==> src/hwfm_pkg.sv <==
`default_nettype none

package hwfm_pkg;

  localparam int SAMPLE_W = 16;
  localparam int BIN_W    = 10;
  localparam int MAG_W    = 25;
  localparam int HANN_W   = 16;
  localparam int TW_W     = 18;
  localparam int WORK_W   = 28;
  localparam int SQ_W     = 57;
  localparam int SQRT_W   = 58;
  localparam int ROOT_W   = 29;
  localparam int ISQ_TOP  = 56;

  localparam logic [MAG_W-1:0] MAG_MAX = {MAG_W{1'b1}};
  localparam logic signed [WORK_W-1:0] WORK_MAX = {1'b0, {(WORK_W-1){1'b1}}};
  localparam logic signed [WORK_W-1:0] WORK_MIN = {1'b1, {(WORK_W-1){1'b0}}};

  localparam longint ONE_Q30 = 64'sd1073741824;
  localparam longint unsigned PI_Q30 = 64'd3373259426;

  typedef struct packed {
    logic smp_wr;
    logic out_load;
    logic win_rd;
    logic work_rd;
    logic bf_mul;
    logic bf_sum;
    logic bf_add;
    logic wr_a;
    logic wr_b;
    logic mag_sq;
    logic sqrt_start;
    logic spec_wr;
  } hwfm_cmd_t;

  typedef struct packed {
    logic sqrt_busy;
  } hwfm_status_t;

  // Q30 series used only to build the coefficient tables at elaboration
  function automatic longint cos_series(input longint x);
    longint x2;
    longint term;
    longint sum;
    x2   = (x * x) >>> 30;
    term = ONE_Q30;
    sum  = ONE_Q30;
    term = ((term * x2) >>> 30) / 2;   sum = sum - term;
    term = ((term * x2) >>> 30) / 12;  sum = sum + term;
    term = ((term * x2) >>> 30) / 30;  sum = sum - term;
    term = ((term * x2) >>> 30) / 56;  sum = sum + term;
    term = ((term * x2) >>> 30) / 90;  sum = sum - term;
    term = ((term * x2) >>> 30) / 132; sum = sum + term;
    term = ((term * x2) >>> 30) / 182; sum = sum - term;
    return sum;
  endfunction

  function automatic longint sin_series(input longint x);
    longint x2;
    longint term;
    longint sum;
    x2   = (x * x) >>> 30;
    term = x;
    sum  = x;
    term = ((term * x2) >>> 30) / 6;   sum = sum - term;
    term = ((term * x2) >>> 30) / 20;  sum = sum + term;
    term = ((term * x2) >>> 30) / 42;  sum = sum - term;
    term = ((term * x2) >>> 30) / 72;  sum = sum + term;
    term = ((term * x2) >>> 30) / 110; sum = sum - term;
    term = ((term * x2) >>> 30) / 156; sum = sum + term;
    term = ((term * x2) >>> 30) / 210; sum = sum - term;
    return sum;
  endfunction

  function automatic longint turn_to_rad(input logic [31:0] t);
    longint unsigned p;
    p = ({32'd0, t} * PI_Q30 + (64'd1 << 30)) >> 31;
    return longint'(p);
  endfunction

  // cos(2*pi*t/2^32) in Q30
  function automatic longint cos_turn(input logic [31:0] t);
    logic [31:0] u;
    logic        neg;
    longint      r;
    u   = t;
    neg = 1'b0;
    if (u > 32'h8000_0000) u = 32'h0 - u;
    if (u > 32'h4000_0000) begin
      u   = 32'h8000_0000 - u;
      neg = 1'b1;
    end
    if (u > 32'h2000_0000) r = sin_series(turn_to_rad(32'h4000_0000 - u));
    else r = cos_series(turn_to_rad(u));
    return neg ? -r : r;
  endfunction

  function automatic longint q30_to_q17(input longint c);
    return ((c + ONE_Q30 + 64'sd4096) >>> 13) - 64'sd131072;
  endfunction

  function automatic logic [HANN_W-1:0] clamp_hann(input longint h);
    if (h < 0) return '0;
    if (h > 64'sd32767) return HANN_W'(32767);
    return HANN_W'(h);
  endfunction

  function automatic logic [TW_W-1:0] clamp_tw(input longint v);
    if (v < -64'sd131072) return TW_W'(-131072);
    if (v > 64'sd131071) return TW_W'(131071);
    return TW_W'(v);
  endfunction

  function automatic logic signed [WORK_W-1:0] sat_work(input logic signed [WORK_W+2:0] v);
    if (v > (WORK_W+3)'(WORK_MAX)) return WORK_MAX;
    if (v < (WORK_W+3)'(WORK_MIN)) return WORK_MIN;
    return v[WORK_W-1:0];
  endfunction

endpackage

`default_nettype wire

==> src/hwfm_ctrl.sv <==
`default_nettype none

module hwfm_ctrl #(
  parameter int FRAME_SIZE = 1024
) (
  input  wire logic                              clk,
  input  wire logic                              rst_n,
  input  wire logic                              in_valid,
  output logic                                   in_stall,
  output logic                                   out_valid,
  input  wire logic                              out_stall,
  output hwfm_pkg::hwfm_cmd_t                    cmd,
  input  wire hwfm_pkg::hwfm_status_t            status,
  output logic [$clog2(FRAME_SIZE)-1:0]          cnt,
  output logic [$clog2(FRAME_SIZE)-1:0]          addr_a,
  output logic [$clog2(FRAME_SIZE)-1:0]          addr_b,
  output logic [$clog2(FRAME_SIZE)-2:0]          tw_addr
);

  localparam int AW = $clog2(FRAME_SIZE);
  localparam int SW = $clog2(AW);
  localparam logic [AW-1:0] LAST_IDX = AW'(FRAME_SIZE - 1);
  localparam logic [SW-1:0] LAST_STAGE = SW'(AW - 1);

  typedef enum logic [3:0] {
    S_LOAD, S_WIN, S_WIN_DR1, S_WIN_DR2, S_BF,
    S_MAG_RD, S_MAG_SQ, S_MAG_SUM, S_MAG_WAIT, S_MAG_WR
  } state_t;

  typedef enum logic [2:0] {
    BF_RD, BF_MUL, BF_SUM, BF_ADD, BF_WR_A, BF_WR_B
  } bf_step_t;

  state_t        state_r;
  bf_step_t      step_r;
  logic [AW-1:0] cnt_r;
  logic [AW-1:0] idx_r;
  logic [SW-1:0] stage_r;
  logic          frame_ready_r;
  logic          out_valid_r;
  logic          accept;

  logic [AW-1:0] mask;
  logic [AW-1:0] bcnt;
  logic [AW-1:0] lo;
  logic [AW-1:0] bf_a;
  logic [AW-1:0] tw_full;
  logic [SW-1:0] tw_sh;

  assign in_stall  = (state_r != S_LOAD) | (out_valid_r & out_stall);
  assign accept    = in_valid & ~in_stall;
  assign out_valid = out_valid_r;
  assign cnt       = cnt_r;

  // butterfly index with a zero inserted at the stage bit gives the upper leg
  assign mask    = (AW'(1) << stage_r) - AW'(1);
  assign bcnt    = {1'b0, idx_r[AW-2:0]};
  assign lo      = bcnt & mask;
  assign bf_a    = ((bcnt & ~mask) << 1) | lo;
  assign tw_sh   = LAST_STAGE - stage_r;
  assign tw_full = lo << tw_sh;
  assign addr_a  = (state_r == S_BF) ? bf_a : idx_r;
  assign addr_b  = bf_a | (AW'(1) << stage_r);
  assign tw_addr = tw_full[AW-2:0];

  always_comb begin
    cmd            = '0;
    cmd.smp_wr     = accept;
    cmd.out_load   = accept & frame_ready_r;
    cmd.win_rd     = (state_r == S_WIN);
    cmd.work_rd    = ((state_r == S_BF) && (step_r == BF_RD)) || (state_r == S_MAG_RD);
    cmd.bf_mul     = (state_r == S_BF) && (step_r == BF_MUL);
    cmd.bf_sum     = (state_r == S_BF) && (step_r == BF_SUM);
    cmd.bf_add     = (state_r == S_BF) && (step_r == BF_ADD);
    cmd.wr_a       = (state_r == S_BF) && (step_r == BF_WR_A);
    cmd.wr_b       = (state_r == S_BF) && (step_r == BF_WR_B);
    cmd.mag_sq     = (state_r == S_MAG_SQ);
    cmd.sqrt_start = (state_r == S_MAG_SUM);
    cmd.spec_wr    = (state_r == S_MAG_WR);
  end

  always_ff @(posedge clk) begin
    if (!rst_n) begin
      state_r       <= S_LOAD;
      step_r        <= BF_RD;
      cnt_r         <= '0;
      idx_r         <= '0;
      stage_r       <= '0;
      frame_ready_r <= 1'b0;
      out_valid_r   <= 1'b0;
    end else begin
      if (accept && frame_ready_r) out_valid_r <= 1'b1;
      else if (!out_stall) out_valid_r <= 1'b0;

      unique case (state_r)
        S_LOAD: begin
          if (accept) begin
            if (cnt_r == LAST_IDX) begin
              cnt_r   <= '0;
              idx_r   <= '0;
              state_r <= S_WIN;
            end else begin
              cnt_r <= cnt_r + AW'(1);
            end
          end
        end
        S_WIN: begin
          idx_r <= idx_r + AW'(1);
          if (idx_r == LAST_IDX) state_r <= S_WIN_DR1;
        end
        S_WIN_DR1: state_r <= S_WIN_DR2;
        S_WIN_DR2: begin
          state_r <= S_BF;
          step_r  <= BF_RD;
          idx_r   <= '0;
          stage_r <= '0;
        end
        S_BF: begin
          unique case (step_r)
            BF_RD:   step_r <= BF_MUL;
            BF_MUL:  step_r <= BF_SUM;
            BF_SUM:  step_r <= BF_ADD;
            BF_ADD:  step_r <= BF_WR_A;
            BF_WR_A: step_r <= BF_WR_B;
            BF_WR_B: begin
              step_r <= BF_RD;
              if (&idx_r[AW-2:0]) begin
                idx_r <= '0;
                if (stage_r == LAST_STAGE) state_r <= S_MAG_RD;
                else stage_r <= stage_r + SW'(1);
              end else begin
                idx_r <= idx_r + AW'(1);
              end
            end
            default: step_r <= BF_RD;
          endcase
        end
        S_MAG_RD:  state_r <= S_MAG_SQ;
        S_MAG_SQ:  state_r <= S_MAG_SUM;
        S_MAG_SUM: state_r <= S_MAG_WAIT;
        S_MAG_WAIT: begin
          if (!status.sqrt_busy) state_r <= S_MAG_WR;
        end
        S_MAG_WR: begin
          idx_r <= idx_r + AW'(1);
          if (idx_r == LAST_IDX) begin
            state_r       <= S_LOAD;
            frame_ready_r <= 1'b1;
          end else begin
            state_r <= S_MAG_RD;
          end
        end
        default: state_r <= S_LOAD;
      endcase
    end
  end

  a_out_after_accept: assert property (@(posedge clk) disable iff (!rst_n)
    $rose(out_valid_r) |-> $past(in_valid && !in_stall))
    else $error("result appeared without an accepted item");

  a_cnt_clear_busy: assert property (@(posedge clk) disable iff (!rst_n)
    (state_r != S_LOAD) |-> (cnt_r == '0))
    else $error("sample count not cleared while frame is processed");

  a_sqrt_in_wait: assert property (@(posedge clk) disable iff (!rst_n)
    status.sqrt_busy |-> (state_r == S_MAG_WAIT))
    else $error("square root running outside its wait state");

endmodule

`default_nettype wire

==> config.mk <==
export PLATFORM = sky130hd
export DESIGN_NAME = hwfm_ctrl
export DESIGN_NICKNAME = d
export VERILOG_FILES = /design/src/hwfm_pkg.sv /design/src/hwfm_ctrl.sv
export SDC_FILE = /design/constraint.sdc
export NUM_CORES = 1
export LEC_CHECK = 0
export BUFFER_PORTS_ARGS = -buffer_cell sky130_fd_sc_hd__buf_2
export CORE_ASPECT_RATIO = 0.6
export CORE_UTILIZATION = 33
export CTS_BUF_LIST = sky130_fd_sc_hd__clkbuf_2 sky130_fd_sc_hd__clkbuf_4 sky130_fd_sc_hd__clkbuf_8
export CTS_CLUSTER_DIAMETER = 80
export DETAILED_ROUTE_END_ITERATION = 10
export SLEW_MARGIN = 25
export SYNTH_ARGS = -nofsm -noshare
export SYNTH_HDL_FRONTEND = slang
export SYNTH_SLANG_ARGS = --single-unit
==> constraint.sdc <==
create_clock -name clk -period 8.88 [get_ports clk]
set_input_delay 0.888 -clock clk [delete_from_list [all_inputs] [get_ports clk]]
set_output_delay 0.888 -clock clk [all_outputs]
set_load 0.02 [all_outputs]
==> run_results.csv, run 1 <==
group,metric,value,unit
final_layout,diodes,0,
placed_design,gp_congestion,0.898,
worst_setup_path,crit_fanout,19,
power,power.switching,0.126,mW
worst_setup_path,r2r-end,"idx_r[7]$_SDFFE_PN0P_",
final_layout,multi_input_area,1990,sq um
worst_setup_path,crit_path_end_kind,"output pin",
power,power.leakage,1.33,nW
final_layout,num-nets-final,457,
worst_setup_path,crit_start,"stage_r[0]$_SDFFE_PN0P_",
route,vias_per_cell,5.72,
worst_setup_path,max_stage_delay,0.71,ns
sta,setup_viol,0,
worst_setup_path,worst-path-buf-inv,2,
synthesis,syn_area_per_cell,6.95,sq um
final_layout,synthToLayoutAreaGrowth,14.5,%
sta,slew_viol_final,0,
global_route,grt_use_total,0.201,
global_route,antenna_found_initial,0,
power,p_comb_frac,0.217,
power,pwr_density_cell,115,nW/um^2
worst_setup_path,path_common_cell,"ha_1",
synthesis,yosys_register_bits,33,
sta,min_period,4.65,ns
power,pwr-share-seq,0.437,
sta,setup_tns,0,ns
route,route.detailed.drc,0,
global_route,grt_pass1_vias,2642,
clocking,cts_tree,"done",
worst_setup_path,critPathKind,"flip-flop to output pin",
sta,max_slew_margin,0.423,
global_route,overflow,0,
synthesis,async_reset_ff_frac,0,
route,via_count,3139,
power,p_int,0.248,mW
worst_hold_path,hold_path.class,"flip-flop to flip-flop",
route,firstDrtPassIters,7,
route,postRouteAntennaNets,0,
clocking,worstSkewPairLatency,0.29,ns
synthesis,synth_fp_nets,425,
clocking,htreeDepth,2,
clocking,cts_root_buf,"clkbuf_8",
clocking,clk_path_buf_depth,2,
floorplan,coreArea,8100,sq um
synthesis,synth_edf_count,0,
floorplan,fp.dieW,122,microns
worst_setup_path,rr_worst_depth,8,
power,power,0.373,mW
worst_setup_path,path_depth,10,
route,avgRoutedWirePerCell,16.0,microns
global_route,grt_pass1_wl,14100,microns
clocking,cts.sinks,33,
synthesis,synthTopCellsByArea,"dfxtp_1, a21oi_1, o21ai_0",
sta,tightest_slew,0.865,ns
global_route,grt_start_max_net_pins,27,
sta,fin_ws,4.23,ns
power,vdd_ir_drop_max,57.2,uV
final_layout,fill_cells,857,
floorplan,ioPinCount,58,
clocking,cts_resized,0,
sta,rsz0062_at_grt,"false",
worst_setup_path,r2r_slack,6.14,ns
final_layout,final_layout_size_suffix_gt1_frac,0.184,
worst_setup_path,r2r_start,"idx_r[0]$_SDFFE_PN0P_",
worst_setup_path,path_cells,"inv_1, ha_1, or3b_1, ha_1, nand3b_1, mux2_2, o221a_2, a21oi_1, o21ai_0, buf_2",
synthesis,ys_warn_count,0,
worst_setup_path,cp_slowest_cell,"dfxtp_1",
synthesis,synth_flop_cell,"dfxtp_1",
placed_design,io_buffers,57,
floorplan,start_util,0.350,
synthesis,netlist.area_leader.share,0.233,
run,drv_cap,0,
power,clockPowerShare,0.345,
worst_setup_path,endpoint,"addr_a[6]",
route,drt-initial-drc-count,356,
floorplan,fp.dieH,73.8,microns
floorplan,rows,25,
sta,fin_skew,0.00425,ns
synthesis,synth_top_cell_by_area,"dfxtp_1",
placed_design,pre_cts_ws,4.65,ns
floorplan,die_area,8970,sq um
sta,fmax,215,MHz
sta,period_share,0.524,
worst_hold_path,min_from,"frame_ready_r$_SDFFE_PN0P_",
synthesis,yosysUniqueCellTypes,66,
final_layout,regArea,661,sq um
route,routed_wl,8790,microns
worst_setup_path,critPathTopFamily,"adder cells",
placed_design,dpl.hpwl,6550,microns
worst_setup_path,start_kind,"flip-flop",
synthesis,ys_seq_area_frac,0.233,
worst_setup_path,arrival,3.77,ns
clocking,postCtsSetupRepairBufs,0,
power,swShare,0.336,
clocking,cts-buffers-inserted,5,
placed_design,dp_cells,541,
synthesis,synthesis.instances,408,
sta,final-hold-violation-count,0,
final_layout,stdcell_area,3240,sq um
status,status,"finished, final reports clean",
worst_setup_path,crit_required,7.99,ns
clocking,path_clk_slew,0.07,ns
placed_design,place_area,3140,sq um
synthesis,synth_area,2830,sq um
final_layout,final_cell_count_no_fill,549,
clocking,holdBufCountCts,0,
-- cells in the final DEF (no fill, tap or decap), types with 3 or more instances in the layout --
| master | netlist | routed |
|---|---|---|
| o31ai_1 | 5 | 5 |
| xor2_1 | 5 | 5 |
| nor2_1 | 41 | 41 |
| a211oi_1 | 5 | 5 |
| o211a_1 | 3 | 3 |
| dfxtp_1 | 33 | 33 |
| xnor2_1 | 9 | 9 |
| nor2b_1 | 3 | 3 |
| a22o_1 | 3 | 3 |
| clkbuf_8 | 0 | 7 |
| nand3_1 | 19 | 19 |
| or4_1 | 3 | 3 |
| mux2i_1 | 4 | 4 |
| buf_2 | 1 | 57 |
| or3_1 | 3 | 3 |
| o311ai_1 | 3 | 3 |
| nor4_1 | 4 | 4 |
| nand4_1 | 8 | 8 |
| nand2_1 | 43 | 43 |
| nor3_1 | 19 | 19 |
| a21oi_1 | 33 | 33 |
| inv_1 | 16 | 16 |
| o21ai_0 | 33 | 33 |
| or2_2 | 5 | 5 |
| nand2b_1 | 9 | 9 |
| o21ai_1 | 3 | 3 |
| ha_1 | 12 | 12 |
-- cell usage after synthesis, types with 2 or more instances --
cell type and instances:
o32ai_1 2, or4_1 3, mux2_2 2, nor2_1 41, and3_1 2, mux2i_1 4, nor4b_1 3, nor4_1 4
nand3b_1 2, ha_1 12, o21ai_1 3, a31oi_1 2, a211oi_1 5, nand2b_1 9, o211ai_1 2, o31ai_1 5
clkbuf_1 31, a21oi_1 33, o211a_1 3, xnor2_1 9, nor3_1 19, or2_2 5, xor2_1 5, a22oi_1 2
nand3_1 19, nand4_1 8, dfxtp_1 33, o21ai_0 33, inv_1 16, nand2_1 43, nor2b_1 3, nor3b_1 2
and4_1 2, o21a_1 2, o311ai_1 3, a32o_1 2, or3_1 3, a22o_1 3
-- worst min-delay path by stage --
| stage | to | slack [ns] | depth (start not counted) |
|---|---|---|---|
| after global placement | frame_ready_r$_SDFFE_PN0P_ | 0.45 | 2 |
| after detailed placement | frame_ready_r$_SDFFE_PN0P_ | 0.46 | 2 |
| final | frame_ready_r$_SDFFE_PN0P_ | 0.47 | 2 |
| after floorplan | frame_ready_r$_SDFFE_PN0P_ | 0.44 | 2 |
| after CTS | frame_ready_r$_SDFFE_PN0P_ | 0.48 | 2 |
| after global routing | out_valid$_SDFFE_PN0P_ | 0.52 | 2 |
-- sequential cells by signal, indices dropped and copies added (netlist names) --
register / flops
cnt: 10
frame_ready_r: 1
idx_r: 10
out_valid: 1
stage_r: 4
state_r: 4
step_r: 3
-- routing by layer --
metal,GRT usage,vias up,share of wire
met4,0.0398,0,0.0074
li1,-,1552,-
met1,0.327,1440,0.54
met5,0,-,0
met3,0.0466,13,0.091
met2,0.253,134,0.37
-- area by class of cell --
cell class	count	share of cell area
clock buffer	7	0.0297
inverter	16	0.0185
tap	108	0.0417
timing repair buffer	59	0.0926
sequential	33	0.204
clock inverter	1	0.00154
multi-input combinational	325	0.612
-- worst reg2reg max path: stages (launching register included) --
cell	delay [ns]
dfxtp_1	0.44
ha_1	0.34
nand3_1	0.11
nor2_1	0.05
ha_1	0.22
or4b_1	0.49
a21oi_1	0.39
nand4_1	0.28
o41ai_1	0.30
-- power groups by stage --
stage / Sequential, mW / Clock [mW] / Combinational (mW)
CTS: 0.163 / 0.132 / 0.0807
floorplan: 0.164 / 0 / 0.0613
detailed placement: 0.167 / 0 / 0.0805
global placement: 0.166 / 0 / 0.0792
global route: 0.164 / 0.139 / 0.0889
finish: 0.163 / 0.129 / 0.0812
-- per-stage QoR --
step / util / hold slack, ns
floorplan: - / 0.437
global placement: 0.388 / 0.455
detailed placement: 0.388 / 0.458
CTS: 0.400 / 0.478
global route: 0.400 / 0.520
finish: 0.400 / 0.475
-- logic make-up (layout without fill, tap and decap cells) --
family	count (synthesis)	count (layout)	share of synthesized area
XOR/XNOR	14	14	0.0433
buffers and inverters	50	83	0.0680
multiplexers	6	6	0.0221
AO/OA/AOI/OAI	116	116	0.261
adder cells (fa/ha/maj)	13	13	0.0565
flip-flops	33	33	0.233
AND/OR/NAND/NOR	176	176	0.316
No activity file was read; power rests on OpenSTA's default activity.
==> inputs of run 2 (changes only) <==
==> constraint.sdc (replaced) <==
create_clock -name clk -period 4.6 [get_ports clk]
set_input_delay 0.46 -clock clk [delete_from_list [all_inputs] [get_ports clk]]
set_output_delay 0.46 -clock clk [all_outputs]
set_load 0.02 [all_outputs]
==> run_results.csv, run 2 (synthesized netlist as in run 1, its figures left out) <==
group,metric,value,unit
status,status,"finished, final reports clean",
worst_setup_path,crit_required,4.14,ns
floorplan,ioPinCount,58,
worst_setup_path,r2r-end,"idx_r[7]$_SDFFE_PN0P_",
final_layout,synthToLayoutAreaGrowth,14.7,%
worst_setup_path,path_common_cell,"ha_1",
route,route.detailed.drc,0,
power,power.leakage,1.34,nW
final_layout,final_layout_size_suffix_gt1_frac,0.189,
power,vdd_ir_drop_max,88.6,uV
placed_design,place_area,3170,sq um
floorplan,fp.dieH,73.8,microns
placed_design,io_buffers,57,
sta,fin_ws,0.779,ns
clocking,path_clk_slew,0.08,ns
route,firstDrtPassIters,5,
final_layout,stdcell_area,3250,sq um
placed_design,dpl.hpwl,6660,microns
clocking,cts.sinks,33,
final_layout,final_cell_mix,"buf_2, nand2_1, nor2_1",
worst_setup_path,critPathTopFamily,"adder cells",
clocking,holdBufCountCts,0,
worst_setup_path,start_kind,"flip-flop",
worst_hold_path,min_from,"frame_ready_r$_SDFFE_PN0P_",
sta,setup_tns,0,ns
floorplan,die_area,8970,sq um
route,routed_wl,8870,microns
route,postRouteAntennaNets,0,
route,via_count,3159,
final_layout,final_common_cell,"buf_2",
sta,max_slew_margin,0.403,
sta,fin_skew,0.0103,ns
sta,slew_viol_final,0,
worst_setup_path,critPathKind,"flip-flop to output pin",
worst_setup_path,rr_worst_depth,8,
floorplan,start_util,0.350,
power,pwr_density_cell,213,nW/um^2
worst_hold_path,whs_endpoint,"out_valid$_SDFFE_PN0P_",
worst_setup_path,r2r_slack,1.88,ns
clocking,htreeDepth,2,
clocking,clk_path_buf_depth,2,
sta,fmax,262,MHz
final_layout,num-nets-final,460,
route,avgRoutedWirePerCell,16.1,microns
global_route,grt_start_max_net_pins,26,
worst_setup_path,cp_slowest_cell,"or3b_1",
global_route,grt_use_total,0.203,
clocking,cts-buffers-inserted,5,
final_layout,diodes,0,
run,drv_cap,0,
sta,rsz0062_at_grt,"false",
sta,setup_viol,0,
worst_hold_path,hold_path.class,"flip-flop to flip-flop",
global_route,grt_pass1_vias,2700,
global_route,antenna_found_initial,0,
clocking,worstSkewPairLatency,0.30,ns
sta,tightest_slew,0.894,ns
floorplan,fp.dieW,122,microns
worst_setup_path,max_stage_delay,0.50,ns
route,drt-initial-drc-count,242,
global_route,overflow,0,
global_route,grt_pass1_wl,14200,microns
worst_setup_path,path_cells,"inv_1, ha_1, or3b_1, ha_1, nand2b_1, mux2_2, a2111oi_0, buf_2",
sta,final-hold-violation-count,0,
placed_design,pre_cts_ws,1.15,ns
clocking,cts_root_buf,"clkbuf_8",
worst_setup_path,arrival,3.36,ns
route,vias_per_cell,5.72,
floorplan,coreArea,8100,sq um
sta,period_share,0.831,
clocking,cts_resized,0,
sta,min_period,3.82,ns
clocking,postCtsSetupRepairBufs,0,
clocking,cts_tree,"done",
worst_setup_path,r2r_start,"idx_r[0]$_SDFFE_PN0P_",
sta,timing.hold.ws,0.472,ns
power,power,0.694,mW
placed_design,gp_congestion,0.877,
worst_setup_path,crit_path_end_kind,"output pin",
floorplan,rows,25,
worst_setup_path,crit_fanout,12,
worst_hold_path,hold_depth,2,
worst_setup_path,worst-path-buf-inv,2,
==> run 2: layout make-up <==
type                       count  area [sq um]
timing repair buffer          62           323
clock inverter                 3          17.5
clock buffer                   5          68.8
tap                          108           135
fill                         856          4850
multi-input combinational    325          1990
sequential                    33           661
inverter                      16          60.1
==> run 2: power breakdown <==
part,switching [mW],internal [mW],total (mW)
combinational,0.105,0.0487,0.154
sequential,0.0207,0.294,0.315
clock,0.121,0.105,0.225
total,0.246,0.447,0.694
==> run 2: per-layer routing <==
metal	GRT usage	share of wire
met1	0.332	0.54
met2	0.249	0.37
met3	0.0458	0.081
met4	0.0480	0.011
met5	0	0
==> run 2: worst register-to-register path: stages, from the launching register on <==
cell and delay (ns):
dfxtp_1 0.44, ha_1 0.34, nand3_1 0.11, nor2_1 0.06
ha_1 0.23, or4b_1 0.49, a21oi_1 0.37, nand4_1 0.27
o41ai_1 0.31
==> run 2: worst max-delay path by stage <==
stage	cells after the start	to	from	slack, ns
global placement	8	tw_addr[3]	stage_r[0]$_SDFFE_PN0P_	1.26
global route	8	tw_addr[3]	stage_r[0]$_SDFFE_PN0P_	0.41
finish	8	tw_addr[3]	stage_r[0]$_SDFFE_PN0P_	0.78
detailed placement	8	tw_addr[3]	stage_r[0]$_SDFFE_PN0P_	1.15
floorplan	11	tw_addr[3]	stage_r[0]$_SDFFE_PN0P_	0.40
CTS	8	tw_addr[3]	stage_r[0]$_SDFFE_PN0P_	0.82
==> run 2: through the flow <==
stage	cells	util
6_report	552	0.401
5_1_grt	552	0.401
4_1_cts	552	0.401
3_5_place_dp	544	0.391
3_3_place_gp	544	0.391
2_1_floorplan	408	-
